[src/sv/nwst_delay.sv]
`timescale 1ns / 1ps
module nwst_delay #(
	parameter int W = 64,
	parameter int N = 1
) (
	input  logic         clk,
	input  logic         en,
	input  logic [W-1:0] d,
	output logic [W-1:0] q
);

	logic [W-1:0] tap_s [N];

	always_ff @(posedge clk) begin
		if (en) begin
			tap_s[0] <= d;
			for (int i = 1; i < N; i++) tap_s[i] <= tap_s[i-1];
		end
	end

	assign q = tap_s[N-1];

endmodule

[config.mk]
export PLATFORM = sky130hd
export DESIGN_NAME = nwst_delay
export DESIGN_NICKNAME = d
export VERILOG_FILES = /design/src/sv/nwst_delay.sv
export SDC_FILE = /design/constraint.sdc
export NUM_CORES = 1
export LEC_CHECK = 0
export BUFFER_PORTS_ARGS = -buffer_cell sky130_fd_sc_hd__buf_2
export CORE_MARGIN = 2
export CORE_UTILIZATION = 33
export CTS_BUF_LIST = sky130_fd_sc_hd__clkbuf_16
export DETAILED_ROUTE_END_ITERATION = 10
export GPL_ROUTABILITY_DRIVEN = 1
export PLACE_DENSITY = 0.64
export SLEW_MARGIN = 10
export SYNTH_ARGS = -nofsm -noshare
export SYNTH_HDL_FRONTEND = slang
export SYNTH_SLANG_ARGS = --single-unit
[constraint.sdc]
create_clock -name clk -period 0.8 [get_ports clk]
set_input_delay 0.16 -clock clk [delete_from_list [all_inputs] [get_ports clk]]
set_output_delay 0.16 -clock clk [all_outputs]
set_load 0.02 [all_outputs]
Yosys cells after proc, flatten, opt, wreduce, memory -nomap -nowiden
Memories as Yosys holds them, arrays and structs flattened.
Index checks and enable logic that the tools add are counted.
Word-level totals
  bits in registers: 0
  memory bits (writable): 64
  input port bits: 66
  memories: 1
Memories
  tap_s: words 1, bits a word 64, rd ports 1, clocked after Yosys merged registers in 0, write ports 1, line 12  | logic [W-1:0] tap_s [N];
Cells by class
  mux-type cells: 2
Operator list (count)
  two-way mux 1 bit: 2

Depth between registers and ports, before layout
  depth in word-level cells: 2
  gate-level depth with buffers: 0

Worst setup path after synthesis
OpenSTA, ideal clock, no wires.
  kind: reg-to-output
  start: memory tap_s[0][0]
  end: output q[0]
  arrival: 449 ps
  data required time: 640 ps
  slack: 191 ps
  stages on the path, launching flop included: 1
  cells stage by stage: edfxtp_1
Between the ends
  longest elaborated chain between the ends: 1
Ends and longest elaborated chain
  start: declaration: line 12
  memory read (1 x 64 bit)
  end: declaration: line 9  | output logic [W-1:0] q
No other way between the ends.

Worst setup path in the final report
  start: memory tap_s[0][8]
  end: output q[8]
Same word-level chain as after synthesis.

==> results.md <==
| Metric | Value |
|---|---|
| Registers with the most flip-flops | tap_s x64 |
| Ratio of routed vias to standard cells | 4.07 |
| Critical-path cell list | buf_6 |
| GR Overflow Total | 0 |
| Inserted Clock Buffers | 9 |
| Unrepaired setup endpoints after global routing | yes |
| Category of the worst setup path capture point | output pin |
| Clock Sink Count | 64 |
| DRT antenna net count | 0 |
| Floorplan Core Area | 0.00557 mm^2 |
| Distinct cell type count of the synthesized netlist | 1 |
| Port Buffer Count | 129 |
| Classification of the worst-slack hold path | input pin to flop |
| # Max-Cap Violations | 0 |
| Total net switching power | 1.84 mW |
| Switching Share | 20.5% |
| Peak supply drop | 1.79 mV |
| Final Hold Slack | 0.0183 ns |
| Area occupied by multi-input gates | 0 um^2 |
| Initial antenna violation count | 0 |
| Number of pins exceeding their max-slew limit in the final report | 0 |
| Cell internal power dissipation | 7.16 mW |
| Crit-path max FO | 1 |
| WP buf/inv | 1 |
| Instance count of the mapped netlist | 64 |
| Post-route minimum period | 1.02 ns |
| Power density over cell area | 2750 mW/mm^2 |
| Largest register FFs | 64 |
| Family with the most delay on the worst path | flip-flops |
| H-tree depth | 3 |
| Relative slew margins | 87.8% |
| Kind of start point of the critical path | flop |
| Share of power burned in registers | 45.5% |
| Vias in the first global route | 1100 |
| Total vias in the final route | 1153 |
| Buffer type at the clock tree root | sky130_fd_sc_hd__clkbuf_16 |
| Nets | 272 |
| Highest attainable clock frequency | 984 MHz |
| Largest register by flop count | tap_s |
| Number of hold violations in the final report | 0 |
| Final Non-Filler Cells | 283 |
| Largest incremental delay on the critical path | 0.39 ns |
| Register bit count reported by yosys | 64 |
| Portion of the post-synthesis area used by sequential elements | 100% |
| Standby leakage power | 1.40 nW |
| Number of cells on the critical path | 1 |
| Mean routed wirelength per cell | 13.4 um |
| Setup TNS | -12.16 ns |
| Worst-case setup margin in the final layout | -0.216 ns |
| Buffers inserted by post-CTS timing repair | 0 |
| Transition time at the pin with the least slew margin | 0.182 ns |
| Required time of the critical path | 0.64 ns |
| CTS tree | built |
| Post-detailed-placement cell area | 0.00270 mm^2 |
| Combinational power share | 11.3% |
| Detailed-route wire length | 3810 um |
| Die extent in x | 80.3 um |
| Clock transition at the register clock pins on the worst setup and hold paths after CTS | 0.05 ns |
| Total of hold buffers inserted after clock tree synthesis | 0 |
| Antenna diodes | 0 |
| Number of detailed-route iterations in the first pass | 4 |
| Mapped Nets | 130 |
| GR Util All Layers | 11.6% |
| Mean post-synth cell area | 30.0 um^2 |
| Count of pins on the block boundary | 130 |
| Worst Hold Depth | 1 |
| Placement row count | 27 |
| Maximum number of pins on one net before global-route repair | 34 |
| Die height | 80.3 um |
| Number of multi-input combinational cells in the layout | 0 |
| Syn Std Cell Area | 0.00192 mm^2 |
| Violations in the final reports | setup timing |
| Die Footprint | 0.00645 mm^2 |
| Initial standard-cell utilization of the core | 34.5% |
| Post-route clock period utilization | 127% |
| Fin area | 0.00327 mm^2 |
| CTS max path bufs | 2 |
| Final setup vio count | 64 |
| Run status | finished with violations |
| Classification of the worst setup path | flop to output pin |
| RePlAce Congestion | 0.690 |
| Wire length of the first global-routing pass | 5290 um |
| Number of placed instances with taps included | 267 |
| Violation count after the first detailed-routing iteration | 61 |
| Cell type of the slowest stage on the worst timing path | sky130_fd_sc_hd__edfxtp_1 |
| Part of the total power dissipated in the clock network | 43.2% |
| Worst endpoint data arrival time | 0.86 ns |
| Proportion of layout cells with a drive suffix above 1 | 67.8% |
| Drt drc | 0 |
| Number of warnings issued by yosys | 0 |
| Layout fillers | 452 |
| Signed area change from the synthesized netlist to the final layout | 70.2% |
==> power groups by stage <==
stage | sequential, mW | clock, mW | combinational, mW
after detailed placement | 4.11 | 0 | 0.829
after CTS | 4.06 | 4.00 | 0.890
after floorplan | 4.48 | 0 | 0
final | 4.09 | 3.89 | 1.02
after global routing | 4.12 | 4.15 | 1.07
after global placement | 4.11 | 0 | 0.827
==> path summary, 6_finish.rpt <==
kind	startpoint	slack [ns]	end
min	d[26]	0.02	tap_s[0][26]$_DFFE_PP_
max	tap_s[0][8]$_DFFE_PP_	-0.22	q[8]
==> layout make-up <==
type | count | area, um^2 | share of cell area (%)
Sequential cell | 64 | 1920 | 58.7
Timing Repair Buffer | 131 | 955 | 29.2
Clock buffer | 9 | 225 | 6.88
Tap cell | 72 | 90.1 | 2.75
Clock inverter | 7 | 80.1 | 2.45
==> cells in the mapped netlist <==
library cell               number  area, um^2
sky130_fd_sc_hd__edfxtp_1      64        1920
==> kinds of logic (layout without fill, tap and decap cells) <==
kind of cell,after synthesis,after routing,share of synthesized area [%]
flops,64,64,100
buf+inv,0,147,0
==> cells in the final DEF (no fill, tap or decap) <==
| master | netlist | final |
|---|---|---|
| sky130_fd_sc_hd__clkinv_1 | 0 | 1 |
| sky130_fd_sc_hd__buf_12 | 0 | 2 |
| sky130_fd_sc_hd__clkinv_2 | 0 | 1 |
| sky130_fd_sc_hd__inv_1 | 0 | 3 |
| sky130_fd_sc_hd__clkbuf_16 | 0 | 9 |
| sky130_fd_sc_hd__bufinv_16 | 0 | 2 |
| sky130_fd_sc_hd__buf_2 | 0 | 86 |
| sky130_fd_sc_hd__buf_6 | 0 | 43 |
| sky130_fd_sc_hd__edfxtp_1 | 64 | 64 |
==> routing by layer <==
metal | track usage, % | vias up | routed length [um]
li1 | - | 549 | -
met3 | 8.43 | 4 | 502
met1 | 12.1 | 522 | 1390
met2 | 17.8 | 78 | 1870
met5 | 0 | - | 0
met4 | 5.08 | 0 | 42
==> per-stage QoR <==
step           worst slack (ns)  utilization (%)  power (mW)
6_report                 -0.216             58.7        9.00
5_1_grt                  -0.259             58.7        9.34
4_1_cts                  -0.241             55.3        8.95
3_5_place_dp            -0.0385             48.4        4.94
3_3_place_gp            -0.0386             48.4        4.93
2_1_floorplan             0.191                -        4.48
==> timing repair <==
action	in CTS	in global routing
cloned	0	0
endpoints found under the hold margin	0	0
resized for setup	26	60
setup endpoints to repair	64	64
(Power assumes the default switching activity.)
